## src/design/gmap_pkg.sv

```systemverilog
// gmap_pkg: shared constants, types and the exp2 root table function
// for the gain map apply pipeline; used by every gmap module and the top level
`timescale 1ns / 1ps

package gmap_pkg;

    localparam int LOG_STAGES = 16;
    localparam int EXP_STAGES = 16;

    // pipeline depth: log2, gamma mult, exp2, pick, two lerp, weight mult,
    // exp2, two output stages
    localparam int PIPE_DEPTH = LOG_STAGES + 2 + EXP_STAGES + 4 + EXP_STAGES + 2;
    localparam int ZG_DELAY   = LOG_STAGES + 2 + EXP_STAGES;
    localparam int S_DELAY    = PIPE_DEPTH - 2;
    localparam int NA_DELAY   = EXP_STAGES;
    localparam int NB_DELAY   = EXP_STAGES + 1;

    localparam logic [47:0] GAIN_MIN_RST    = 48'h0000_0000_0000;
    localparam logic [47:0] GAIN_MAX_RST    = 48'h2000_2000_2000;
    localparam logic [47:0] GAMMA_RECIP_RST = 48'h1000_1000_1000;
    localparam logic [47:0] OFFSET_RST      = 48'h0200_0200_0200;
    localparam logic [15:0] BASE_HR_RST     = 16'h0000;
    localparam logic [15:0] ALT_HR_RST      = 16'h2000;
    localparam logic [15:0] DISP_HR_RST     = 16'h2000;

    typedef enum logic [2:0] {
        CFG_GAIN_MIN,
        CFG_GAIN_MAX,
        CFG_GAMMA_RECIP,
        CFG_BASE_OFFSET,
        CFG_ALT_OFFSET,
        CFG_BASE_HR,
        CFG_ALT_HR,
        CFG_DISP_HR
    } t_cfg_index;

    typedef enum logic [1:0] {
        WD_IDLE,
        WD_LOAD,
        WD_RUN
    } t_wdiv_state;

    typedef struct packed {
        logic [15:0] gmin;
        logic [15:0] gmax;
        logic [15:0] grecip;
        logic [15:0] boff;
        logic [15:0] aoff;
    } t_chan_cfg;

    // q.30 root of 2^(2^-k), each step floored
    function automatic logic [31:0] gmap_root(input int k);
        logic [63:0] r;
        logic [63:0] v;
        logic [63:0] res;
        logic [63:0] bt;
        int i;
        int j;
        r = 64'd1 << 31;
        for (i = 1; i <= k; i++) begin
            v   = r << 30;
            res = 64'd0;
            bt  = 64'd1 << 62;
            for (j = 0; j < 32; j++) begin
                if (v >= res + bt) begin
                    v   = v - (res + bt);
                    res = (res >> 1) + bt;
                end else begin
                    res = res >> 1;
                end
                bt = bt >> 2;
            end
            r = res;
        end
        return r[31:0];
    endfunction

endpackage

```

## src/design/gmap_wdiv.sv

```systemverilog
// gmap_wdiv: serial restoring divider for the headroom weight, one bit a cycle
// depends on gmap_pkg (state type)
`timescale 1ns / 1ps

module gmap_wdiv import gmap_pkg::*; (
    input  logic               i_clk,
    input  logic               i_rst_n,
    input  logic               i_start,
    input  logic signed [15:0] i_base_hr,
    input  logic signed [15:0] i_alt_hr,
    input  logic signed [15:0] i_disp_hr,
    output logic               o_busy,
    output logic signed [17:0] o_weight
);

    t_wdiv_state r_state, n_state;
    logic [16:0] r_rem, n_rem;
    logic [16:0] r_den, n_den;
    logic [15:0] r_q, n_q;
    logic [3:0]  r_cnt, n_cnt;
    logic        r_neg, n_neg;
    logic [17:0] r_weight, n_weight;

    logic signed [16:0] num;
    logic signed [16:0] den;

    assign num = $signed({i_disp_hr[15], i_disp_hr}) - $signed({i_base_hr[15], i_base_hr});
    assign den = $signed({i_alt_hr[15], i_alt_hr}) - $signed({i_base_hr[15], i_base_hr});

    always_comb begin
        logic signed [16:0] nm;
        logic signed [16:0] dm;
        logic [17:0]        rem2;
        logic               qbit;
        n_state  = r_state;
        n_rem    = r_rem;
        n_den    = r_den;
        n_q      = r_q;
        n_cnt    = r_cnt;
        n_neg    = r_neg;
        n_weight = r_weight;
        nm       = den[16] ? -num : num;
        dm       = den[16] ? -den : den;
        rem2     = {r_rem, 1'b0};
        qbit     = rem2 >= {1'b0, r_den};
        unique case (r_state)
            WD_IDLE: begin
                n_state = WD_IDLE;
            end
            WD_LOAD: begin
                n_neg = den[16];
                n_rem = nm[16:0];
                n_den = dm[16:0];
                n_q   = 16'd0;
                n_cnt = 4'd0;
                if (den == 17'sd0 || nm <= 17'sd0) begin
                    n_weight = 18'd0;
                    n_state  = WD_IDLE;
                end else if (nm >= dm) begin
                    n_weight = den[16] ? 18'h3_0000 : 18'h1_0000;
                    n_state  = WD_IDLE;
                end else begin
                    n_state = WD_RUN;
                end
            end
            WD_RUN: begin
                n_rem = qbit ? 17'(rem2 - {1'b0, r_den}) : rem2[16:0];
                n_q   = {r_q[14:0], qbit};
                n_cnt = r_cnt + 4'd1;
                if (r_cnt == 4'd15) begin
                    n_weight = r_neg ? 18'd0 - {2'b00, n_q} : {2'b00, n_q};
                    n_state  = WD_IDLE;
                end
            end
            default: begin
                n_state = WD_LOAD;
            end
        endcase
        if (i_start) begin
            n_state = WD_LOAD;
        end
    end

    always_ff @(posedge i_clk) begin
        if (!i_rst_n) begin
            r_state <= WD_LOAD;
        end else begin
            r_state <= n_state;
        end
    end

    always_ff @(posedge i_clk) begin
        r_rem    <= n_rem;
        r_den    <= n_den;
        r_q      <= n_q;
        r_cnt    <= n_cnt;
        r_neg    <= n_neg;
        r_weight <= n_weight;
    end

    assign o_busy   = r_state != WD_IDLE;
    assign o_weight = $signed(r_weight);

endmodule

```

## config.mk

```make
export PLATFORM = sky130hd
export DESIGN_NAME = gmap_wdiv
export DESIGN_NICKNAME = d
export VERILOG_FILES = /design/src/design/gmap_pkg.sv /design/src/design/gmap_wdiv.sv
export SDC_FILE = /design/constraint.sdc
export NUM_CORES = 1
export LEC_CHECK = 0
export ABC_AREA = 1
export BUFFER_PORTS_ARGS = -buffer_cell sky130_fd_sc_hd__buf_2
export CORE_MARGIN = 2
export CORE_UTILIZATION = 27
export DETAILED_ROUTE_END_ITERATION = 16
export PLACE_DENSITY = 0.41
export SLEW_MARGIN = 5
export SYNTH_ARGS = -nofsm -noshare
export SYNTH_HDL_FRONTEND = slang
export SYNTH_SLANG_ARGS = --single-unit
export TNS_END_PERCENT = 10
```

## constraint.sdc

```tcl
create_clock -name i_clk -period 11 [get_ports i_clk]
set_clock_uncertainty 0.2 [all_clocks]
set_input_delay 2.2 -clock i_clk [delete_from_list [all_inputs] [get_ports i_clk]]
set_output_delay 2.2 -clock i_clk [all_outputs]
set_load 0.02 [all_outputs]
```

==> impl_metrics.ini, run 1 <==
[setup_path]
cp.arrival_ns = 6.99
cp-start-kind = input port
r2r-end = o_weight[17]
r2r_start = r_rem[12]
slowest_stage = nor2_2
required_ns = 10.76
worstSetupPathType = input port to flip-flop
cpMostUsedCell = inv_1
reg2regPathDepth = 17
setup.worst_path.end_class = flip-flop
r2r_slack_ns = 6.79
max_stage_delay_ns = 0.70
worstPathMaxFanout = 18

[synth]
synth_top_area_share_pct = 28.87
synth-async-reset-ratio_pct = 0
yosysWarningCount = 0
yosysSeqAreaShare_pct = 29.40
syn_inst = 1055
synth_area_leaders = edfxtp_1 29%, nand2_1 13%, ha_1 12%
syn-cell-area_sq_um = 7490
syn-num-nets = 1182
yosysUniqueCellTypes = 48
synth_ff_type = edfxtp_1
synth-seq-cells = 74
syn-mean-instance-area_sq_um = 7.099
synth_top_area_cell = edfxtp_1
synth-edff-count = 72

[finish]
drive_gt1_share_pct = 13.32
finalNetCount = 1249
diodes = 0
num-fill-cells = 2985
fin_util_pct = 31.59
synthToLayoutAreaGrowth_pct = 14.30

[global_routing]
antenna_found_initial = 0
grt_most_used_layer = met2
grt_pass1_vias = 6582
track_usage_pct = 14.69
grt_max_degree = 49
use_met1_pct = 20.05
use_met3_pct = 1.666
use_met2_pct = 24.64
grt_remaining_overflow = 0
grt_pass1_wl_microns = 33620

[hold_path]
min-delay-start = r_state[0]
min_path_cells = 2
hold_class = flip-flop to flip-flop
whs_endpoint = r_state[0]

[sta]
rsz0062_at_grt = false
max_freq_mhz = 138.3
timing.final.crit_share_pct = 65.73
setup_viol = 0
relSlewSlack_pct = 38.74
hold_viol = 0
period_minus_slack_ns = 7.230
slew_viol_final = 0
worstMarginPinSlew_ns = 0.9188
setup_tns_ns = 0

[floorplanning]
core_area_sq_um = 27100
pin_count = 70
die-height_microns = 170.6
start_util_pct = 27.64
dieArea_sq_um = 29090
die_w_microns = 170.6
row_count = 60

[pwr]
power_frac_seq_pct = 28.1
sw_frac_of_total_pct = 44.12
leakage_nw = 4.411
intPower_mw = 0.9302
pwr-share-comb_pct = 52.7
pwr-share-clk_pct = 19.2
powerDensity_nw_per_um2 = 194.5
ir_worst_vdd_uv = 92.28
power_switching_mw = 0.7346

[drt]
drc = 0
vias = 6555
drt_iter0_drc = 236
ant_nets = 0
wl_microns = 20260
via_per_inst = 4.376
dr.pass1.iters = 4
wire_per_inst_microns = 13.53

[clocking]
cts_buffers = 9
postCtsHoldBufs = 0
clkLatencyLatePin_ns = 0.34
path_clk_slew_ns = 0.06
cts_htree_levels = 3
cts.sinks = 74
clock_path_buffers = 2
cts_tree = yes
post_cts_buffers = 0
cts.repair.resized = 0
root_buffer = clkbuf_16

[placement]
portBuffers = 69
globalplace.congestion = 0.8244
dp_hpwl_microns = 16910

[run]
maxCapViolations = 0

[run_status]
status = complete, no violations
cells in the final DEF (no fill, tap or decap), types with 2 or more instances in the layout:
| cell | count |
|---|---|
| inv_1 | 198 |
| nand2_2 | 24 |
| dfxtp_1 | 2 |
| a31oi_1 | 7 |
| nor3_1 | 20 |
| o21ai_0 | 50 |
| a21o_1 | 3 |
| nand3b_1 | 7 |
| and2_1 | 2 |
| xnor2_1 | 12 |
| o211ai_1 | 12 |
| edfxtp_1 | 72 |
| buf_4 | 3 |
| and3_1 | 2 |
| nor4_1 | 5 |
| o21ai_1 | 3 |
| inv_2 | 7 |
| or2_2 | 6 |
| nand4_1 | 15 |
| a21oi_1 | 59 |
| nand2_1 | 259 |
| nor2_1 | 69 |
| nor2_4 | 4 |
| a21oi_2 | 2 |
| buf_2 | 69 |
| ha_1 | 73 |
| fa_1 | 3 |
| clkbuf_16 | 9 |
| nand3_2 | 9 |
| xor2_2 | 2 |
| o21ai_2 | 2 |
| nand3_1 | 57 |
| bufinv_16 | 2 |
| xor2_1 | 34 |
| nor2_2 | 6 |
cells in the mapped netlist, types with 7 or more instances:
cell type / number
nand3b_1: 7
o21ai_0: 50
nand3_2: 9
nand2_2: 24
a31oi_1: 7
ha_1: 73
inv_1: 198
a21oi_1: 59
nand4_1: 15
nand2_1: 259
edfxtp_1: 72
inv_2: 7
xnor2_1: 12
nor2_1: 69
nand3_1: 57
o211ai_1: 12
clkbuf_1: 10
nor3_1: 20
xor2_1: 34
power groups by stage:
stage | registers [mW] | logic (mW) | clock network (mW)
after floorplan | 0.490 | 0.640 | 0
after global placement | 0.473 | 0.889 | 0
after detailed placement | 0.474 | 0.885 | 0
after CTS | 0.468 | 0.890 | 0.328
after global routing | 0.478 | 1.01 | 0.340
final | 0.467 | 0.878 | 0.319
through the flow:
stage,power [mW],hold slack [ns],setup slack [ns],cell area [sq um],cells
global route,1.833,0.4227,3.245,8561,1498
CTS,1.687,0.3916,3.690,8561,1498
finish,1.665,0.3852,3.770,8561,1498
detailed placement,1.359,0.3754,3.318,8245,1483
floorplan,1.131,0.3310,4.475,7490,1055
global placement,1.363,0.3807,3.312,8245,1483
how the worst max path moves through the flow:
| stage | depth (start not counted) | from | to | slack [ns] |
|---|---|---|---|---|
| 4_1_cts | 29 | i_disp_hr[0] | o_weight[0] | 3.69 |
| 3_5_place_dp | 31 | i_alt_hr[0] | o_weight[0] | 3.32 |
| 2_1_floorplan | 30 | i_alt_hr[0] | o_weight[0] | 4.48 |
| 3_3_place_gp | 29 | i_disp_hr[0] | o_weight[0] | 3.31 |
| 6_report | 29 | i_disp_hr[0] | o_weight[1] | 3.77 |
| 5_1_grt | 31 | i_alt_hr[0] | o_weight[1] | 3.24 |
area by class of cell:
type	count	area [sq um]	share of cell area [%]
Clock buffer	9	225.2	2.631
Clock inverter	6	90.09	1.052
Multi-Input combinational cell	759	4437	51.83
Tap cell	372	465.4	5.437
Sequential cell	74	2202	25.72
Inverter	206	773.2	9.032
Timing Repair Buffer	72	367.9	4.297
sequential cells by signal, summed over array words and instances (netlist names):
name and count:
o_weight 18, r_den 17, r_rem 17, r_q 15, r_cnt 4, r_state 2
r_neg 1
cells by family (layout without fill, tap and decap cells):
kind of cell	after synthesis	count (layout)	synth area share, %
AO/OA/AOI/OAI	147	147	10.98
XOR/XNOR	48	48	5.814
adder cells (fa/ha/maj)	76	76	13.00
buffers and inverters	222	293	11.36
flip-flops	74	74	29.40
AND/OR/NAND/NOR	488	488	29.45
layer usage:
| layer | wire, microns | up-vias |
|---|---|---|
| met3 | 521 | 16 |
| met4 | 293 | 0 |
| met5 | 0 | - |
| li1 | - | 3563 |
| met1 | 10090 | 2891 |
| met2 | 9356 | 85 |
worst max-delay path: cells and delay by family:
kind	cells	cell delay (ns)
simple gates	13	1.99
fa+ha+maj	4	1.18
compound gates	4	0.70
buf+inv	7	0.62
xor+xnor	1	0.29
Power figures use the tool's default switching activity.
==> inputs of run 2 (changes only) <==
- clock period: 11 -> 6.9 ns (I/O delays scaled with it)
==> run 2 against run 1 <==
Routed wire length barely moved. Via count down 0.27%. Utilization increased by 0.097 points. Non-clock buffer count rose by 3. Highest routed layer unchanged.
==> impl_metrics.ini, run 2 (synthesized netlist as in run 1, its figures left out) <==
[finish]
synthToLayoutAreaGrowth_pct = 14.65
diodes = 0
stdcell_count = 1502
final_common_cell = nand2_1
largest_reg_flops = 18
drive_gt1_share_pct = 13.54
final_cell_mix = 259 x nand2_1, 198 x inv_1, 73 x ha_1
num-fill-cells = 2989
finalNetCount = 1252

[hold_path]
min-delay-start = r_state[0]
min_path_cells = 2
whs_endpoint = r_state[0]
hold_class = flip-flop to flip-flop

[setup_path]
max_stage_delay_ns = 0.40
setup.worst_path.end_class = flip-flop
cpMostUsedCell = inv_1
required_ns = 6.72
cp.arrival_ns = 5.66
worstSetupPathType = input port to flip-flop
worstPathMaxFanout = 18
r2r_start = r_rem[10]
reg2regPathDepth = 17
worst-path-buf-inv = 7
cp-start-kind = input port
r2r_slack_ns = 2.68
critPathTopFamily = simple AND/OR/NAND/NOR gates
slowest_stage = fa_1
r2r-end = o_weight[16]

[global_routing]
grt_max_degree = 46
grt_pass1_wl_microns = 33640
track_usage_pct = 14.70
grt_remaining_overflow = 0
antenna_found_initial = 0
grt_pass1_vias = 6612

[sta]
max_freq_mhz = 171.5
setup_tns_ns = 0
hold_viol = 0
period_minus_slack_ns = 5.832
setup_viol = 0
slew_viol_final = 0
timing.final.crit_share_pct = 84.52
hold_ws_ns = 0.3846
relSlewSlack_pct = 39.08
worstMarginPinSlew_ns = 0.9138
rsz0062_at_grt = false

[pwr]
pwr-share-comb_pct = 52.8
pwr-share-clk_pct = 19.1
powerDensity_nw_per_um2 = 309.0
leakage_nw = 4.427
power_frac_seq_pct = 28.0
intPower_mw = 1.491
sw_frac_of_total_pct = 43.81
ir_worst_vdd_uv = 145.6
power_switching_mw = 1.163

[drt]
via_per_inst = 4.352
wire_per_inst_microns = 13.50
wl_met2_microns = 9559
met3_length_microns = 432
dr.pass1.iters = 4
vias = 6537
topRoutingLayerUsed = met4
drt_iter0_drc = 256
wl_microns = 20280
drc = 0
drt-met1-wl_microns = 10050
ant_nets = 0

[clocking]
postCtsHoldBufs = 0
clkLatencyLatePin_ns = 0.34
root_buffer = clkbuf_16
cts_buffers = 9
cts_htree_levels = 3
clock_path_buffers = 2
cts.repair.resized = 0
path_clk_slew_ns = 0.06
cts_tree = yes
post_cts_buffers = 0
cts.sinks = 74

[floorplanning]
start_util_pct = 27.64
die_w_microns = 170.6
core_area_sq_um = 27100
die-height_microns = 170.6
row_count = 60
dieArea_sq_um = 29090
pin_count = 70

[run_status]
status = complete, no violations

[placement]
dp_hpwl_microns = 16920
portBuffers = 69
post-place-cells = 1486
globalplace.congestion = 0.8169

[run]
maxCapViolations = 0
## run 2: per-stage QoR
stage | area, sq um | util [%] | total power [mW] | setup WS (ns)
after floorplan | 7490 | - | 1.802 | 1.195
after global placement | 8268 | 30.51 | 2.181 | 0.7291
after detailed placement | 8268 | 30.51 | 2.173 | 0.6404
after CTS | 8587 | 31.69 | 2.698 | 0.9815
after global routing | 8587 | 31.69 | 2.933 | 0.4477
final | 8587 | 31.69 | 2.654 | 1.068
## run 2: layout make-up
type	instances	area (sq um)	area share, %
clock buffer	10	229.0	2.666
clock inverter	6	90.09	1.049
inverter	206	773.2	9.005
multi-input combinational	759	4437	51.67
sequential	74	2202	25.64
tap	372	465.4	5.420
timing repair buffer	75	390.4	4.546
## run 2: worst min-delay path: stages (launching register included)
cell      delay [ns]
dfxtp_1         0.33
inv_1           0.10
o211ai_1        0.10
## run 2: metal layers
layer | up-vias | GRT usage (%)
met3 | 10 | 1.504
met4 | 0 | 3.716
met2 | 81 | 25.52
met5 | - | 0
li1 | 3561 | -
met1 | 2885 | 19.51
## run 2: power by group through the flow
stage          clock network [mW]  logic, mW  registers [mW]
4_1_cts                     0.525       1.43           0.746
5_1_grt                     0.540       1.63           0.766
2_1_floorplan                   0       1.02           0.782
6_report                    0.508       1.40           0.744
3_5_place_dp                    0       1.42           0.754
3_3_place_gp                    0       1.43           0.754
## run 2: how the worst max path moves through the flow
stage / from / end / slack [ns] / cells after the start
6_report: i_alt_hr[0] / o_weight[1] / 1.07 / 32
5_1_grt: i_alt_hr[0] / o_weight[1] / 0.45 / 32
4_1_cts: i_alt_hr[0] / o_weight[1] / 0.98 / 32
3_5_place_dp: i_alt_hr[0] / o_weight[1] / 0.64 / 32
3_3_place_gp: i_alt_hr[0] / o_weight[0] / 0.73 / 32
2_1_floorplan: i_alt_hr[0] / o_weight[0] / 1.20 / 30
